$ cat config.mk
export PLATFORM = sky130hd
export DESIGN_NAME = timed_neighbor_discovery_core
export DESIGN_NICKNAME = d
export VERILOG_FILES = /design/src/rtl/tnd_pkg.sv /design/src/rtl/timed_neighbor_discovery_core.sv /design/src/rtl/tnd_ram.sv /design/src/rtl/tnd_alu.sv
export SDC_FILE = /design/constraint.sdc
export NUM_CORES = 1
export LEC_CHECK = 0
export BUFFER_PORTS_ARGS = -buffer_cell sky130_fd_sc_hd__buf_4
export CAP_MARGIN = 20
export CORE_MARGIN = 5
export CORE_UTILIZATION = 66
export CTS_CLUSTER_SIZE = 16
export DETAILED_ROUTE_END_ITERATION = 7
export GPL_ROUTABILITY_DRIVEN = 0
export HOLD_SLACK_MARGIN = 0.02
export PLACE_DENSITY = 0.93
export SYNTH_ARGS = -nofsm -noshare
export SYNTH_HDL_FRONTEND = slang
export SYNTH_SLANG_ARGS = --single-unit
export TNS_END_PERCENT = 5
$ cat constraint.sdc
create_clock -name clk_i -period 15.59 [get_ports clk_i]
set_clock_uncertainty 0.1 [all_clocks]
set_input_delay 1.559 -clock clk_i [delete_from_list [all_inputs] [get_ports clk_i]]
set_output_delay 1.559 -clock clk_i [all_outputs]
set_load 0.05 [all_outputs]
$ cat src/rtl/tnd_pkg.sv
// Shared constants, phase codes and the compare unit result type for neighbour discovery.
package tnd_pkg;

  localparam int unsigned MAX_NEIGHBORS_DEF = 16;
  localparam int unsigned ADDR_BITS_DEF     = 8;

  localparam int unsigned TICK_W      = 32;
  localparam int unsigned SRC_W       = 8;
  localparam int unsigned CNT_OUT_W   = 5;
  localparam int unsigned PHASE_W     = 2;
  localparam int unsigned CFG_IDX_W   = 2;
  localparam int unsigned CFG_DATA_W  = 32;

  // register indexes on the configuration port
  localparam logic [CFG_IDX_W-1:0] REG_WINDOW = 2'd0;
  localparam logic [CFG_IDX_W-1:0] REG_OFFSET = 2'd1;

  localparam logic [TICK_W-1:0] WINDOW_RST = 32'd1024;
  localparam logic [TICK_W-1:0] OFFSET_RST = 32'd32;

  // discovery phases
  localparam logic [PHASE_W-1:0] PH_IDLE   = 2'd0;
  localparam logic [PHASE_W-1:0] PH_ACTIVE = 2'd1;
  localparam logic [PHASE_W-1:0] PH_DONE   = 2'd2;

  typedef struct packed {
    logic [TICK_W-1:0] sum_sat;  // a + b, saturated at all ones
    logic              ge;       // c >= a + b, 33-bit
    logic              gt;       // c >  a + b, 33-bit
    logic              eq;       // c == a + b, 33-bit
  } alu_res_t;

endpackage

$ cat src/rtl/timed_neighbor_discovery_core.sv
// Timed beacon neighbour discovery: poll sequencer, shared compare unit and neighbour RAM.
// Polls in done phase go straight to the result; other polls pass the window and beacon checks,
//   and a frame then adds a scan of the stored neighbours plus an append if the source is new.
// A new poll is taken only once the sequencer is back in idle, so the neighbour scan sets the rate.
// The result sits in an output register, so the next poll is taken while it waits.
// Reset: asynchronous, active low; clears phase, start, beacon time, count and registers.
module timed_neighbor_discovery_core #(
  parameter int unsigned MAX_NEIGHBORS = tnd_pkg::MAX_NEIGHBORS_DEF,
  parameter int unsigned ADDR_BITS     = tnd_pkg::ADDR_BITS_DEF
) (
  input  logic                               clk_i,
  input  logic                               rst_ni,
  // configuration
  input  logic                               cfg_we_i,
  input  logic [tnd_pkg::CFG_IDX_W-1:0]      cfg_idx_i,
  input  logic [tnd_pkg::CFG_DATA_W-1:0]     cfg_wdata_i,
  // poll input
  input  logic                               in_valid_i,
  output logic                               in_ready_o,
  input  logic [tnd_pkg::TICK_W-1:0]         now_tick_i,
  input  logic                               rx_valid_i,
  input  logic [tnd_pkg::SRC_W-1:0]          rx_src_i,
  // result
  output logic                               out_valid_o,
  input  logic                               out_ready_i,
  output logic [tnd_pkg::PHASE_W-1:0]        phase_o,
  output logic                               send_beacon_o,
  output logic [tnd_pkg::CNT_OUT_W-1:0]      neighbor_count_o,
  output logic                               neighbor_added_o,
  output logic                               table_full_drop_o
);

  localparam int unsigned CNT_W = $clog2(MAX_NEIGHBORS + 1);
  localparam int unsigned IDX_W = (MAX_NEIGHBORS > 1) ? $clog2(MAX_NEIGHBORS) : 1;
  localparam int unsigned TW    = tnd_pkg::TICK_W;

  localparam logic [CNT_W-1:0] CNT_MAX = CNT_W'(MAX_NEIGHBORS);

  localparam int unsigned ST_W = 4;
  localparam logic [ST_W-1:0] S_IDLE   = 4'd0;
  localparam logic [ST_W-1:0] S_START  = 4'd1;
  localparam logic [ST_W-1:0] S_WIN    = 4'd2;
  localparam logic [ST_W-1:0] S_BCHK   = 4'd3;
  localparam logic [ST_W-1:0] S_BSET   = 4'd4;
  localparam logic [ST_W-1:0] S_RX     = 4'd5;
  localparam logic [ST_W-1:0] S_SCAN   = 4'd6;
  localparam logic [ST_W-1:0] S_APPEND = 4'd7;
  localparam logic [ST_W-1:0] S_FIN    = 4'd8;

  logic [ST_W-1:0] state_q, state_d;

  logic [TW-1:0] window_q, offset_q;

  logic [TW-1:0]        now_q;
  logic                 rx_q;
  logic [ADDR_BITS-1:0] key_q;
  logic [ADDR_BITS+tnd_pkg::SRC_W-1:0] src_ext;

  logic                        started_q, started_d;
  logic [TW-1:0]               start_tick_q, start_tick_d;
  logic [TW-1:0]               next_beacon_q, next_beacon_d;
  logic [tnd_pkg::PHASE_W-1:0] phase_q, phase_d;
  logic [CNT_W-1:0]            count_q, count_d;
  logic [CNT_W-1:0]            idx_q, idx_d, idx_nx;
  logic                        beacon_q, beacon_d;
  logic                        added_q, added_d;
  logic                        dropped_q, dropped_d;

  logic                                out_valid_q, out_valid_d;
  logic [tnd_pkg::PHASE_W-1:0]         out_phase_q;
  logic                                out_beacon_q, out_added_q, out_dropped_q;
  logic [tnd_pkg::CNT_OUT_W-1:0]       out_count_q;
  logic [CNT_W+tnd_pkg::CNT_OUT_W-1:0] cnt_ext;
  logic                                out_load;

  logic [TW-1:0]     alu_a, alu_b, alu_c;
  tnd_pkg::alu_res_t alu_res;

  logic                 ram_we;
  logic [ADDR_BITS-1:0] ram_rdata;

  logic in_fire;

  assign in_ready_o = (state_q == S_IDLE);
  assign in_fire    = in_valid_i && in_ready_o;
  assign src_ext    = {{ADDR_BITS{1'b0}}, rx_src_i};
  assign idx_nx     = idx_q + CNT_W'(1);

  // configuration registers
  always_ff @(posedge clk_i or negedge rst_ni) begin
    if (!rst_ni) begin
      window_q <= tnd_pkg::WINDOW_RST;
      offset_q <= tnd_pkg::OFFSET_RST;
    end else if (cfg_we_i) begin
      if (cfg_idx_i == tnd_pkg::REG_WINDOW) begin
        window_q <= cfg_wdata_i;
      end else if (cfg_idx_i == tnd_pkg::REG_OFFSET) begin
        offset_q <= cfg_wdata_i;
      end
    end
  end

  // poll beat capture
  always_ff @(posedge clk_i) begin
    if (in_fire) begin
      now_q <= now_tick_i;
      rx_q  <= rx_valid_i;
      key_q <= src_ext[ADDR_BITS-1:0];
    end
  end

  // operand selection for the shared unit
  always_comb begin
    alu_a = '0;
    alu_b = '0;
    alu_c = '0;
    unique case (state_q)
      S_START, S_BSET: begin
        alu_a = now_q;
        alu_b = offset_q;
      end
      S_WIN: begin
        alu_a = start_tick_q;
        alu_b = window_q;
        alu_c = now_q;
      end
      S_BCHK: begin
        alu_a = next_beacon_q;
        alu_c = now_q;
      end
      S_SCAN: begin
        alu_a = TW'(ram_rdata);
        alu_c = TW'(key_q);
      end
      default: begin
      end
    endcase
  end

  tnd_alu u_alu (
    .a_i   (alu_a),
    .b_i   (alu_b),
    .c_i   (alu_c),
    .res_o (alu_res)
  );

  tnd_ram #(
    .WIDTH (ADDR_BITS),
    .DEPTH (MAX_NEIGHBORS)
  ) u_table (
    .clk_i   (clk_i),
    .we_i    (ram_we),
    .waddr_i (count_q[IDX_W-1:0]),
    .wdata_i (key_q),
    .raddr_i (idx_d[IDX_W-1:0]),
    .rdata_o (ram_rdata)
  );

  // sequencer
  always_comb begin
    state_d       = state_q;
    started_d     = started_q;
    start_tick_d  = start_tick_q;
    next_beacon_d = next_beacon_q;
    phase_d       = phase_q;
    count_d       = count_q;
    idx_d         = idx_q;
    beacon_d      = beacon_q;
    added_d       = added_q;
    dropped_d     = dropped_q;
    ram_we        = 1'b0;
    out_load      = 1'b0;

    unique case (state_q)
      S_IDLE: begin
        if (in_fire) begin
          beacon_d  = 1'b0;
          added_d   = 1'b0;
          dropped_d = 1'b0;
          state_d   = S_START;
        end
      end
      S_START: begin
        if (!started_q) begin
          started_d     = 1'b1;
          start_tick_d  = now_q;
          next_beacon_d = alu_res.sum_sat;
        end
        state_d = S_WIN;
      end
      S_WIN: begin
        if (alu_res.ge) begin
          phase_d = tnd_pkg::PH_DONE;
          state_d = S_FIN;
        end else if (phase_q == tnd_pkg::PH_IDLE) begin
          state_d = S_BCHK;
        end else begin
          // active, or done with ticks gone backwards: drop back to idle
          phase_d = tnd_pkg::PH_IDLE;
          state_d = S_RX;
        end
      end
      S_BCHK: begin
        if (alu_res.gt) begin
          phase_d  = tnd_pkg::PH_ACTIVE;
          beacon_d = 1'b1;
          state_d  = S_BSET;
        end else begin
          state_d = S_RX;
        end
      end
      S_BSET: begin
        next_beacon_d = alu_res.sum_sat;
        state_d       = S_RX;
      end
      S_RX: begin
        idx_d = '0;
        if (!rx_q) begin
          state_d = S_FIN;
        end else if (count_q == '0) begin
          state_d = S_APPEND;
        end else begin
          state_d = S_SCAN;
        end
      end
      S_SCAN: begin
        if (alu_res.eq) begin
          state_d = S_FIN;
        end else if (idx_nx == count_q) begin
          state_d = S_APPEND;
        end else begin
          idx_d = idx_nx;
        end
      end
      S_APPEND: begin
        if (count_q < CNT_MAX) begin
          ram_we  = 1'b1;
          count_d = count_q + CNT_W'(1);
          added_d = 1'b1;
        end else begin
          dropped_d = 1'b1;
        end
        state_d = S_FIN;
      end
      S_FIN: begin
        // hold until the output register is free
        if (!out_valid_q || out_ready_i) begin
          out_load = 1'b1;
          state_d  = S_IDLE;
        end
      end
      default: begin
        state_d = S_IDLE;
      end
    endcase
  end

  always_ff @(posedge clk_i or negedge rst_ni) begin
    if (!rst_ni) begin
      state_q       <= S_IDLE;
      started_q     <= 1'b0;
      start_tick_q  <= '0;
      next_beacon_q <= '0;
      phase_q       <= tnd_pkg::PH_IDLE;
      count_q       <= '0;
      idx_q         <= '0;
      beacon_q      <= 1'b0;
      added_q       <= 1'b0;
      dropped_q     <= 1'b0;
    end else begin
      state_q       <= state_d;
      started_q     <= started_d;
      start_tick_q  <= start_tick_d;
      next_beacon_q <= next_beacon_d;
      phase_q       <= phase_d;
      count_q       <= count_d;
      idx_q         <= idx_d;
      beacon_q      <= beacon_d;
      added_q       <= added_d;
      dropped_q     <= dropped_d;
    end
  end

  // output register
  assign cnt_ext     = {{tnd_pkg::CNT_OUT_W{1'b0}}, count_q};
  assign out_valid_d = out_load || (out_valid_q && !out_ready_i);

  always_ff @(posedge clk_i or negedge rst_ni) begin
    if (!rst_ni) begin
      out_valid_q <= 1'b0;
    end else begin
      out_valid_q <= out_valid_d;
    end
  end

  always_ff @(posedge clk_i) begin
    if (out_load) begin
      out_phase_q   <= phase_q;
      out_beacon_q  <= beacon_q;
      out_count_q   <= cnt_ext[tnd_pkg::CNT_OUT_W-1:0];
      out_added_q   <= added_q;
      out_dropped_q <= dropped_q;
    end
  end

  assign out_valid_o       = out_valid_q;
  assign phase_o           = out_phase_q;
  assign send_beacon_o     = out_beacon_q;
  assign neighbor_count_o  = out_count_q;
  assign neighbor_added_o  = out_added_q;
  assign table_full_drop_o = out_dropped_q;

  a_count_bound : assert property (@(posedge clk_i) disable iff (!rst_ni)
    count_q <= CNT_MAX)
    else $error("neighbour count above table depth");

  a_add_xor_drop : assert property (@(posedge clk_i) disable iff (!rst_ni)
    state_q == S_FIN |-> !(added_q && dropped_q))
    else $error("source both appended and dropped");

  a_done_quiet : assert property (@(posedge clk_i) disable iff (!rst_ni)
    (state_q == S_FIN && phase_q == tnd_pkg::PH_DONE) |-> !beacon_q && !added_q && !dropped_q)
    else $error("flag raised in done phase");

  a_append_grows : assert property (@(posedge clk_i) disable iff (!rst_ni)
    ram_we |=> count_q == $past(count_q) + CNT_W'(1))
    else $error("append did not advance the count");

  a_accept_starts : assert property (@(posedge clk_i) disable iff (!rst_ni)
    in_fire |=> state_q == S_START)
    else $error("accepted beat did not start the sequence");

endmodule

$ cat src/rtl/tnd_ram.sv
// Generic single-write, single-read RAM with registered read data.
module tnd_ram #(
  parameter int unsigned WIDTH = 8,
  parameter int unsigned DEPTH = 16,
  localparam int unsigned AW   = (DEPTH > 1) ? $clog2(DEPTH) : 1
) (
  input  logic             clk_i,
  input  logic             we_i,
  input  logic [AW-1:0]    waddr_i,
  input  logic [WIDTH-1:0] wdata_i,
  input  logic [AW-1:0]    raddr_i,
  output logic [WIDTH-1:0] rdata_o
);

  logic [WIDTH-1:0] mem_q [DEPTH];
  logic [WIDTH-1:0] rdata_q;

  always_ff @(posedge clk_i) begin
    if (we_i) begin
      mem_q[waddr_i] <= wdata_i;
    end
    rdata_q <= mem_q[raddr_i];
  end

  assign rdata_o = rdata_q;

endmodule

$ cat src/rtl/tnd_alu.sv
// Shared 33-bit add and compare unit used by the start, window, beacon and scan steps of the sequencer.
module tnd_alu (
  input  logic [tnd_pkg::TICK_W-1:0] a_i,
  input  logic [tnd_pkg::TICK_W-1:0] b_i,
  input  logic [tnd_pkg::TICK_W-1:0] c_i,
  output tnd_pkg::alu_res_t          res_o
);

  logic [tnd_pkg::TICK_W:0] sum;
  logic [tnd_pkg::TICK_W:0] c_ext;

  always_comb begin
    sum   = {1'b0, a_i} + {1'b0, b_i};
    c_ext = {1'b0, c_i};
    res_o.sum_sat = sum[tnd_pkg::TICK_W] ? '1 : sum[tnd_pkg::TICK_W-1:0];
    res_o.ge      = (c_ext >= sum);
    res_o.gt      = (c_ext >  sum);
    res_o.eq      = (c_ext == sum);
  end

endmodule
# Yosys cells after proc, flatten, opt, wreduce, memory -nomap -nowiden

Memory sizes are Yosys's and may differ from the RTL's. A register that Yosys moved wholly into a read port is not among the register bits.
Cells that the tools add are included.

Bits in registers: 200
RAM bits: 128
Input bits: 80
Output and inout bits: 12
Word-level logic and storage cells: 116
Memories kept: 1

Add/subtract/negate cells: 3
Magnitude comparators: 3
Eq/ne operators: 21
Multiplexer cells: 36
Bitwise logic cells: 2
Reductions and logical operators: 28

Memories:

| name          | words | width | rd ports | clocked after Yosys merged registers in | write ports | RTL line      | RTL |
|---|---|---|---|---|---|---|---|
| u_table.mem_q | 16    | 8     | 1        | 1                                       | 1           | tnd_ram.sv:15 | `logic [WIDTH-1:0] mem_q [DEPTH];` |

Operators with widths:

| kind                                                 | number |
|---|---|
| one-hot mux 32 bit (2 select lines)                  | 3 |
| one-hot mux 32 bit (4 select lines)                  | 1 |
| 2-to-1 mux 32 bit                                    | 2 |
| one-hot mux 4 bit (9 select lines)                   | 1 |
| adder 32 x 32 -> 33 bit                              | 1 |
| equality test 32 x 33 -> 1 bit                       | 1 |
| greater-or-equal comparator 32 x 33 -> 1 bit         | 1 |
| > comparator 32 x 33 -> 1 bit                        | 1 |
| 2-to-1 mux 4 bit                                     | 6 |
| AND reduction 3 bit                                  | 7 |
| equality test 4 x 3 -> 1 bit (second input constant) | 4 |
| != test 2 bit (second input constant)                | 7 |
| 2-to-1 mux 1 bit                                     | 12 |
| adder 5 x 1 -> 5 bit (second input constant)         | 2 |
| 2-to-1 mux 5 bit                                     | 2 |
| one-hot mux 5 bit (2 select lines)                   | 1 |
| nonzero test 2 bit                                   | 5 |
| equality test 4 x 2 -> 1 bit (second input constant) | 2 |
| AND reduction 2 bit                                  | 4 |
| 2-to-1 mux 2 bit                                     | 3 |
| != test 3 bit (second input constant)                | 2 |
| one-hot mux 1 bit (2 select lines)                   | 3 |
| equality test 5 bit                                  | 1 |
| zero test 5 bit                                      | 1 |
| 14 further kinds                                     | 20 |

# Logic depth before layout (Yosys ltp)

Gate-level depths: netlist (run 1).

Depth in word-level cells: 7
Gate-level depth with buffers: 32

# Modules after synthesis

Synthesis (run 1) repeated with hierarchy kept, for this count alone.

Cells, all modules: 1258
Area, all modules: 16605.9 um^2

By module, submodules not included:

| module                        | instances | cells each | area each (um^2) |
|---|---|---|---|
| timed_neighbor_discovery_core | 1         | 636        | 8710.9 |
| tnd_ram                       | 1         | 229        | 5147.4 |
| tnd_alu                       | 1         | 393        | 2747.6 |

# Worst setup path after synthesis (run 1)

No wires, ideal clock.

Kind: reg-to-reg
Start point: reg state_q[1]
End point: reg u_table.rdata_q[6] (netlist: u_table.rdata_o[6]) (read register of u_table.mem_q)
Arrival time: 6.845 ns
Required time: 15.356 ns
Slack: 8.511 ns
Stages on the path, launching flop included: 33
Buffers on the path: 6
Clock period less this slack: 7.079 ns
Cell sequence: dfrtp_1 clkbuf_1 or3b_2 clkbuf_1 nor2_1 clkbuf_1 a22o_1 ha_1 inv_1 fa_1 nand2b_1 a21o_1 a211o_1 nand3_1 a21boi_0 o21ai_0 a21o_1 a21oi_1 xor2_1 ha_1 and4_1 nand3_1 nor4_1 nand2_1 o31ai_4 or2_1 buf_6 o211ai_2 buf_2 buf_2 a221oi_1 a211oi_1 or4_1

Cells in the longest elaborated chain, start to end: 7

Ends and longest elaborated chain:

| what                                                                                       | RTL line                             | RTL |
|---|---|---|
| start: declaration                                                                         | timed_neighbor_discovery_core.sv:50  | `logic [ST_W-1:0] state_q, state_d;` |
| start signal: assignment                                                                   | timed_neighbor_discovery_core.sv:271 | `state_q <= state_d;` |
| equality test 4 x 1 -> 1 bit or equality test 4 x 3 -> 1 bit (tied branches)               | timed_neighbor_discovery_core.sv:117 | `unique case (state_q)` |
| OR reduction 2 bit                                                                         | timed_neighbor_discovery_core.sv:117 |  |
| one-hot mux 32 bit (4 select lines) or one-hot mux 32 bit (2 select lines) (tied branches) | timed_neighbor_discovery_core.sv:117 |  |
| adder 32 x 32 -> 33 bit                                                                    | tnd_alu.sv:13                        | `sum = {1'b0, a_i} + {1'b0, b_i};` |
| equality test 32 x 33 -> 1 bit                                                             | tnd_alu.sv:18                        | `res_o.eq = (c_ext == sum);` |
| 2-to-1 mux 5 bit                                                                           | timed_neighbor_discovery_core.sv:227 | `if (alu_res.eq) begin` |
| one-hot mux 5 bit (2 select lines) (*)                                                     | timed_neighbor_discovery_core.sv:174 | `unique case (state_q)` |
| end: declaration                                                                           | tnd_ram.sv:16                        | `logic [WIDTH-1:0] rdata_q;` |

Mark *: on every way between the ends. The rest lies on a longest branch, timed or not. The select of a mux whose other input is x is not followed.
A chain may end at the register's enable or synchronous reset.

# Final worst setup path (run 1)

Start point: reg state_q[0]
End point: reg u_table.rdata_q[4] (netlist: u_table.rdata_o[4]) (read register of u_table.mem_q)

Same word-level chain as after synthesis.

==> results of run 1 <==
-- worst max-delay path: cells and delay by family, from the launching register on --
family	cells	cell delay [ns]
DFF	1	0.34
muxes	1	0.34
AOI/OAI and AO/OA	12	2.68
buffers and inverters	5	2.30
adders and majority gates	3	0.88
and+or+nand+nor	8	2.48
xor gates and xnor gates	1	0.17
-- worst paths after layout --
check / slack, ns / to / start
min in group asynchronous: 0.99 / start_tick_q[16] / rst_ni
max reg2reg: 6.05 / u_table.rdata_o[4] / state_q[0]
max: 6.05 / u_table.rdata_o[4] / state_q[0]
max in group asynchronous: 13.09 / offset_q[4] / rst_ni
min reg2reg: 0.35 / send_beacon_o / beacon_q
min: 0.35 / send_beacon_o / beacon_q
-- kinds of logic (layout without fill, tap and decap cells) --
logic type / Yosys count / count (layout)
buffers and inverters: 98 / 193
adders and majority gates: 70 / 70
muxes: 161 / 161
AOI/OAI and AO/OA: 351 / 351
and+or+nand+nor: 245 / 245
xor gates and xnor gates: 38 / 38
DFF: 336 / 336
-- layout by cell type (no fill, tap or decap), types with 11 or more instances in the layout --
master,n
a211oi_1,36
a21o_1,24
a21oi_1,58
a221oi_1,26
a22o_1,39
a31oi_1,14
and2_1,41
buf_4,106
clkbuf_16,34
dfrtp_1,146
edfxtp_1,179
ha_1,69
inv_1,22
mux2_2,96
mux2i_1,65
nand2_1,56
nand2b_1,11
nand3_1,12
nor2_1,63
o21a_1,38
o21ai_0,45
xnor2_1,19
xor2_1,19
-- power by group through the flow --
| stage | registers (mW) | clock network (mW) | logic, mW |
|---|---|---|---|
| final | 1.29 | 0.818 | 1.79 |
| after global routing | 1.31 | 0.862 | 1.93 |
| after CTS | 1.28 | 0.822 | 1.74 |
| after detailed placement | 1.29 | 0 | 1.70 |
| after global placement | 1.28 | 0 | 1.63 |
| after floorplan | 1.24 | 0 | 1.30 |
-- final cells by class --
cell class | instances | area (um^2) | area share
flip-flops and latches | 336 | 9268 | 0.5006
multi-input cells | 865 | 6833 | 0.3691
clock buffers | 46 | 915.9 | 0.04947
repair buffers | 107 | 807.0 | 0.04359
well taps | 324 | 405.4 | 0.02190
clock inverters | 16 | 195.2 | 0.01054
inverters | 24 | 90.09 | 0.004866
-- state kept, by name, summed over array words and instances, names as in the netlist, 8 cells and up --
signal	cells
key_q	8
next_beacon_q	32
now_q	32
offset_q	32
start_tick_q	32
u_table.mem_q	128
u_table.rdata_o	8
window_q	32
-- metal layers --
| layer | global-route usage | wire [um] | vias up |
|---|---|---|---|
| li1 | - | - | 5080 |
| met1 | 0.4316 | 16790 | 5687 |
| met2 | 0.4422 | 19070 | 883 |
| met3 | 0.06026 | 4669 | 113 |
| met4 | 0.07445 | 1105 | 0 |
| met5 | 0 | 0 | - |
-- metrics by stage --
step | power, mW | setup WS (ns) | cell area [um^2]
4_1_cts | 3.841 | 6.317 | 18510
3_3_place_gp | 2.911 | 6.761 | 17400
3_5_place_dp | 2.990 | 6.472 | 17400
2_1_floorplan | 2.539 | 8.511 | 16470
5_1_grt | 4.100 | 5.612 | 18510
6_report | 3.891 | 6.047 | 18510
==> flow_summary.ini, run 1 <==
[clock_tree]
clkLatencyLatePin_ns = 0.54
cts.sinks = 336
cts_root_buf = clkbuf_16
cts_tree = yes
hold_buffers = 0
htree_levels = 2
clockBufferDepth = 3
postCtsSetupBuffers = 0
cts_made_buffers = 34
cts_resized = 0
clk_pin_slew_ns = 0.07

[synthesis]
async_flop_share = 0.4435
synthSimpleGateAreaFrac = 0.07595
synth_cell_types = 73
yosysSeqAreaShare = 0.5625
synth_edf_count = 179
synth_top_family_by_area = compound AO/OA/AOI/OAI gates
yosysTopAreaCellShare = 0.3263
synthFlopType = edfxtp_1
synth_compound_area_frac = 0.1567
synth.most_common_cell = edfxtp_1
ys_warn_count = 0
synthTopCellsByArea = edfxtp_1 33%, dfrtp_1 22%, mux2_2 6.6%
postSynthCellCount = 1299
post_synth.cell_area_avg_um2 = 12.68
synth-seq-cells = 336
synth_area_mm2 = 0.01647
synth_common_cells = 179 x edfxtp_1, 147 x dfrtp_1, 96 x mux2_2, 69 x ha_1, 65 x mux2i_1
yosys.area_share.xor_xnor = 0.02020
synthAdderAreaFrac = 0.05362
synth_area_leader_cell = edfxtp_1
synth_fp_nets = 1449
synth_mux_area_frac = 0.1051

[final_layout]
num_antenna_cells = 0
fillCellCount = 1413
drive_gt1_frac = 0.2052
post-route-util = 0.7568
final_cells = 1718
nets = 1518
syn2layout_area_growth_pct = 12.39

[global_routing]
grt_pass1_wl_mm = 65.49
overflow = 0
grt_use_total = 0.2900
grt_max_degree = 86
grt_pass1_vias = 11543
antenna_found_initial = 0

[placed_design]
dp.cells = 1656
portBuffers = 91
dp_hpwl_mm = 26.31

[route]
dr.pass1.iters = 6
wl_mm = 41.63
drtIter0Drc = 1894
vias_per_cell = 6.847
wl_per_cell_um = 24.23
drc = 0
vias = 11763
antenna_left = 0

[pwr]
p_switching_mw = 1.580
p_leak_nw = 7.372
seqPwrFrac = 0.331
p_int_mw = 2.311
swShare = 0.4060
combPwrFrac = 0.459
ir_worst_vdd_mv = 0.1211
clockPowerShare = 0.210
power-per-cell-area_mw_per_mm2 = 210.2

[status]
status = finished clean

[die]
num_rows = 57
initial_core_util = 0.6734
core_area_mm2 = 0.02446
dieArea_mm2 = 0.02822
ios = 92
die_x_um = 168.0
die_y_um = 168.0

[critical_path]
end_kind = register
cp.arrival_ns = 9.85
critPathRequiredTime_ns = 15.90
rr_worst_depth = 30
crit_type = register to register
path_common_cell = buf_4
slowest_delay_ns = 0.75
critPathMaxFanout = 65
crit_slowest_cell = buf_4
worstSetupStartpointType = register

[timing]
tightest_slew_ns = 1.124
setup_violations = 0
drv_slew = 0
setup_tns_ns = 0
fin_crit_ns = 9.543
fin_hold_ws_ns = 0.3502
period_share = 0.6121
finalHoldViolations = 0
fmax_mhz = 104.8
rsz0062_at_grt = no
slew_headroom = 0.2403

[flow_run]
cap_viol_max_count = 0

[min_path]
hp-class = register to register
holdPathStages = 0
Note: power is estimated with default switching activity, not from simulation.
==> inputs of run 2 (changes only) <==
ABC_AREA = 1   (was unset)
CORE_UTILIZATION = 62   (was 66)
PLACE_DENSITY = 0.89   (was 0.93)
clock period = 9.3 ns   (was 15.59 ns; I/O delays follow)
==> run 2 against run 1 <==
The run now ends with DRC left. Worst hold slack improved by 0.0018 ns. Clock-buffer cell count fell by 7. Sequential share of layout area down 2.2 points. First-iteration DRC count fell by 3.3%. Synthesized cell count is 45% higher.
==> flow_summary.ini, run 2 <==
[pwr]
power-per-cell-area_mw_per_mm2 = 339.3
p_leak_nw = 9.121
total_power_mw = 6.562
ir_worst_vdd_mv = 0.1958

[critical_path]
worstSetupStartpointType = register
rr_startpoint = state_q[0]
endpoint = u_table.rdata_o[4]
critPathLaunch = state_q[0]
rr_worst_depth = 33
path_common_cell = nand2_1
rrSetupSlack_ns = 1.62
cp.arrival_ns = 7.99
rr_endpoint = u_table.rdata_o[4]
crit_type = register to register
end_kind = register
slowest_delay_ns = 0.96
crit_slowest_cell = clkinv_1
critPathRequiredTime_ns = 9.61
critPathMaxFanout = 48

[clock_tree]
htree_levels = 2
clockBufferDepth = 3
cts_resized = 0
postCtsSetupBuffers = 0
hold_buffers = 0
cts.sinks = 336
clkLatencyLatePin_ns = 0.53
cts_tree = yes
clk_pin_slew_ns = 0.07
cts_root_buf = clkbuf_16
cts_made_buffers = 34

[timing]
drv_slew = 0
slew_headroom = 0.2922
tightest_slew_ns = 1.058
rsz0062_at_grt = no
fmax_mhz = 130.3
period_share = 0.8253
finalHoldViolations = 0
fin_crit_ns = 7.675
worst_slack_ns = 1.625
setup_tns_ns = 0
setup_violations = 0

[final_layout]
nets = 2106
syn2layout_area_growth_pct = 12.68
design_area_mm2 = 0.01934
drive_gt1_frac = 0.09939
final_cells = 2360
largest_reg_flops = 128
num_antenna_cells = 0
layout_common_cells = 441 x nand2_1, 304 x inv_1, 179 x edfxtp_1, 147 x dfrtp_1, 142 x nand3_1
regMostFlops = u_table.mem_q
final_common_cell = nand2_1
fillCellCount = 1831

[global_routing]
overflow = 0
use_met3 = 0.06146
grt_pass1_wl_mm = 70.46
grt_use_met2 = 0.4443
grtUsageMet1 = 0.3772
grt_pass1_vias = 13808
grt_use_total = 0.2797
grt_max_degree = 89
antenna_found_initial = 0
top_usage_layer = met2

[synthesis]
synth_common_cells = 443 x nand2_1, 304 x inv_1, 179 x edfxtp_1, 147 x dfrtp_1, 142 x nand3_1
synth-seq-cells = 336
post_synth.cell_area_avg_um2 = 9.135
yosysSeqAreaShare = 0.5398
synth_area_mm2 = 0.01717
synth_cell_types = 55
synthTopCellsByArea = edfxtp_1 31%, dfrtp_1 21%, nand2_1 9.7%
async_flop_share = 0.4435
synth.most_common_cell = nand2_1
synth_area_leader_cell = edfxtp_1
yosysTopAreaCellShare = 0.3131
synth_fp_nets = 2029
synth_edf_count = 179
synthFlopType = edfxtp_1
ys_warn_count = 0
postSynthCellCount = 1879

[die]
ios = 92
dieArea_mm2 = 0.03111
initial_core_util = 0.6230
num_rows = 61
die_y_um = 176.4
die_x_um = 176.4
core_area_mm2 = 0.02755

[placed_design]
dpl_cell_area_mm2 = 0.01811
portBuffers = 91
dp_hpwl_mm = 29.52
dp.cells = 2295
place_ws_ns = 1.703

[status]
status = complete, but fails checks
violations = DRC

[route]
dr.pass1.iters = 8
antenna_left = 0
drtIter0Drc = 1832
vias_per_cell = 6.048
wl_mm = 44.33
drc = 14
vias = 14274
wl_per_cell_um = 18.79

[flow_run]
cap_viol_max_count = 0

[min_path]
hp-class = register to register
[run 2: through the flow]
stage                 util  hold slack, ns
CTS                 0.6996          0.3494
finish              0.7020          0.3520
detailed placement  0.6574          0.3416
floorplan                -          0.3186
global route        0.7020          0.3515
global placement    0.6564          0.3355
[run 2: power breakdown]
group          switching (mW)  leakage (nW)  internal [mW]
logic                    2.01          5.02           1.02
registers               0.202          3.53           1.90
clock network           0.576         0.571          0.857
total                    2.79          9.12           3.77
[run 2: per-layer routing]
layer / part of all wire / wire, um / vias to the layer above
met4: 0.049 / 2180 / 0
li1: - / - / 6398
met5: 0 / 0 / -
met2: 0.46 / 20300 / 1016
met1: 0.38 / 16650 / 6648
met3: 0.12 / 5194 / 212
[run 2: worst min path at each step]
stage	start	endpoint	slack [ns]	cells past startpoint
2_1_floorplan	added_q	neighbor_added_o	0.32	0
3_3_place_gp	added_q	neighbor_added_o	0.34	0
3_5_place_dp	added_q	neighbor_added_o	0.34	0
4_1_cts	added_q	neighbor_added_o	0.35	0
5_1_grt	added_q	neighbor_added_o	0.35	0
6_report	added_q	neighbor_added_o	0.35	0
[run 2: cells by family (layout without fill, tap and decap cells)]
group,after synthesis,count (layout),synth area share
buffers and inverters,381,484,0.09002
adder cells (fa/ha/maj),70,70,0.05146
XOR/XNOR,29,29,0.01480
flip-flops,336,336,0.5398
AO/OA/AOI/OAI,300,300,0.1104
AND/OR/NAND/NOR,763,763,0.1935
[run 2: critical path: cells and delay by family (launching register included)]
family	cells	cell delay, ns
AOI/OAI and AO/OA	5	1.02
adders and majority gates	2	0.76
buffers and inverters	4	1.13
DFF	1	0.54
and+or+nand+nor	22	3.94
[run 2: layout make-up]
type                       count  area [um^2]  share of cell area
sequential                   336         9266              0.4791
multi-input combinational   1162         6379              0.3298
inverter                     313         1175             0.06074
clock buffer                  39        889.6             0.04599
timing repair buffer         109        887.1             0.04586
tap                          378        473.0             0.02445
clock inverter                23        272.8             0.01410
==> inputs of run 3 (changes only) <==
CORE_UTILIZATION = 56   (was 62)
PLACE_DENSITY = 0.85   (was 0.89)
clock period = 6.9 ns   (was 9.3 ns; I/O delays follow)
==> run 3 against run 2 <==
Largest power group unchanged. Clock-buffer cell count increased by 7. The run still ends with DRC left. Total power up 35%. Register-to-register slack got worse by 1.2 ns. First-iteration DRC count is 8.2% higher. Non-clock buffer count up 6. Sequential share of layout area is 0.23 points lower. Worst setup slack worse by 1.2 ns.
==> flow_summary.ini, run 3 (same netlist as run 2, synthesis figures left out) <==
[status]
status = complete, but fails checks
violations = DRC

[final_layout]
drive_gt1_frac = 0.1051
regMostFlops = u_table.mem_q
nets = 2112
final_cells = 2384
num_antenna_cells = 0
design_area_mm2 = 0.01943
largest_reg_flops = 128
layout_common_cells = 442 x nand2_1, 304 x inv_1, 179 x edfxtp_1, 147 x dfrtp_1, 142 x nand3_1
syn2layout_area_growth_pct = 13.22
final_common_cell = nand2_1

[critical_path]
critPathLaunch = state_q[0]
critPathMaxFanout = 56
cp.arrival_ns = 6.79
critPathRequiredTime_ns = 7.23
rr_startpoint = state_q[0]
crit_type = register to register
end_kind = register
slowest_delay_ns = 0.49
worstSetupStartpointType = register
crit_slowest_cell = dfrtp_1
path_common_cell = nand2_1

[timing]
tightest_slew_ns = 1.113
slew_headroom = 0.2524
fmax_mhz = 154.7
setup_violations = 0
rsz0062_at_grt = no
finalHoldViolations = 0
fin_crit_ns = 6.463
setup_tns_ns = 0
drv_slew = 0
period_share = 0.9367

[die]
die_y_um = 185.1
num_rows = 64
initial_core_util = 0.5641
dieArea_mm2 = 0.03425
core_area_mm2 = 0.03043
ios = 92
die_x_um = 185.1

[clock_tree]
clk_pin_slew_ns = 0.07
htree_levels = 2
clockBufferDepth = 3
cts.sinks = 336
clkLatencyLatePin_ns = 0.54
cts_tree = yes
cts_made_buffers = 34
cts_root_buf = clkbuf_16

[route]
antenna_left = 0
wl_per_cell_um = 18.60
vias_per_cell = 5.855
drtIter0Drc = 1983
vias = 13959
drc = 1
wl_mm = 44.34
dr.pass1.iters = 8

[placed_design]
dpl_cell_area_mm2 = 0.01816
portBuffers = 91
dp_hpwl_mm = 29.75
dp.cells = 2318

[global_routing]
grt_pass1_wl_mm = 70.08
overflow = 0
grt_use_total = 0.2558
grt_max_degree = 92
grt_pass1_vias = 13617
antenna_found_initial = 0

[pwr]
ir_worst_vdd_mv = 0.2761
p_leak_nw = 9.140
power-per-cell-area_mw_per_mm2 = 456.0

[flow_run]
cap_viol_max_count = 0

[min_path]
hp-class = input port to asynchronous set/reset pin
==> run 3: final cells by class <==
class / count / area (um^2)
Timing Repair Buffer: 115 / 919.6
Clock buffer: 46 / 967.2
Multi-Input combinational cell: 1162 / 6389
Fill cell: 2312 / 11000
Sequential cell: 336 / 9266
Tap cell: 396 / 495.5
Clock inverter: 16 / 211.5
Inverter: 313 / 1185
==> run 3: metal layers <==
metal / GRT usage / share of wire / vias to the layer above
met1: 0.3589 / 0.40 / 6527
li1: - / - / 6412
met2: 0.3944 / 0.45 / 862
met4: 0.09865 / 0.041 / 0
met3: 0.05479 / 0.11 / 158
met5: 0 / 0 / -
==> run 3: stage by stage <==
step | hold slack (ns) | setup WS, ns | total power [mW] | util
2_1_floorplan | 0.2944 | 1.247 | 5.684 | -
4_1_cts | 0.1690 | 0.2290 | 8.718 | 0.6356
3_3_place_gp | 0.3363 | 0.5559 | 6.568 | 0.5966
6_report | 0.1335 | 0.4365 | 8.862 | 0.6387
3_5_place_dp | 0.3384 | 0.3311 | 6.732 | 0.5969
5_1_grt | 0.2135 | 0.02524 | 9.370 | 0.6387
==> run 3: path summary, 6_finish.rpt <==
path	endpoint	slack (ns)	cells past startpoint
min in group clk_i	now_q[3]	0.24	1
worst min register to register	send_beacon_o	0.35	0
worst max-delay path	u_table.rdata_o[1]	0.44	31
worst min-delay path	next_beacon_q[31]	0.13	1
max in group asynchronous	window_q[5]	5.26	2
worst max register to register	u_table.rdata_o[1]	0.44	31
==> run 3: worst max-delay path, delay by kind of cell, from the launching register on <==
| family | cells | cell delay (ns) |
|---|---|---|
| XOR/XNOR | 1 | 0.21 |
| flip-flops | 1 | 0.49 |
| adder cells (fa/ha/maj) | 2 | 0.65 |
| buffers and inverters | 5 | 1.02 |
| AO/OA/AOI/OAI | 5 | 1.07 |
| AND/OR/NAND/NOR | 18 | 2.81 |
==> run 3: report_power, final <==
part | switching (mW) | internal [mW]
registers | 0.275 | 2.56
logic | 2.71 | 1.37
clock network | 0.795 | 1.15
==> run 3: timing repair <==
action | CTS | global route
hold buffers | 0 | 0
endpoints found under the setup margin | 0 | 8
resized for setup | 0 | 8
endpoints found under the hold margin | 0 | 0
setup buffers | 0 | 2
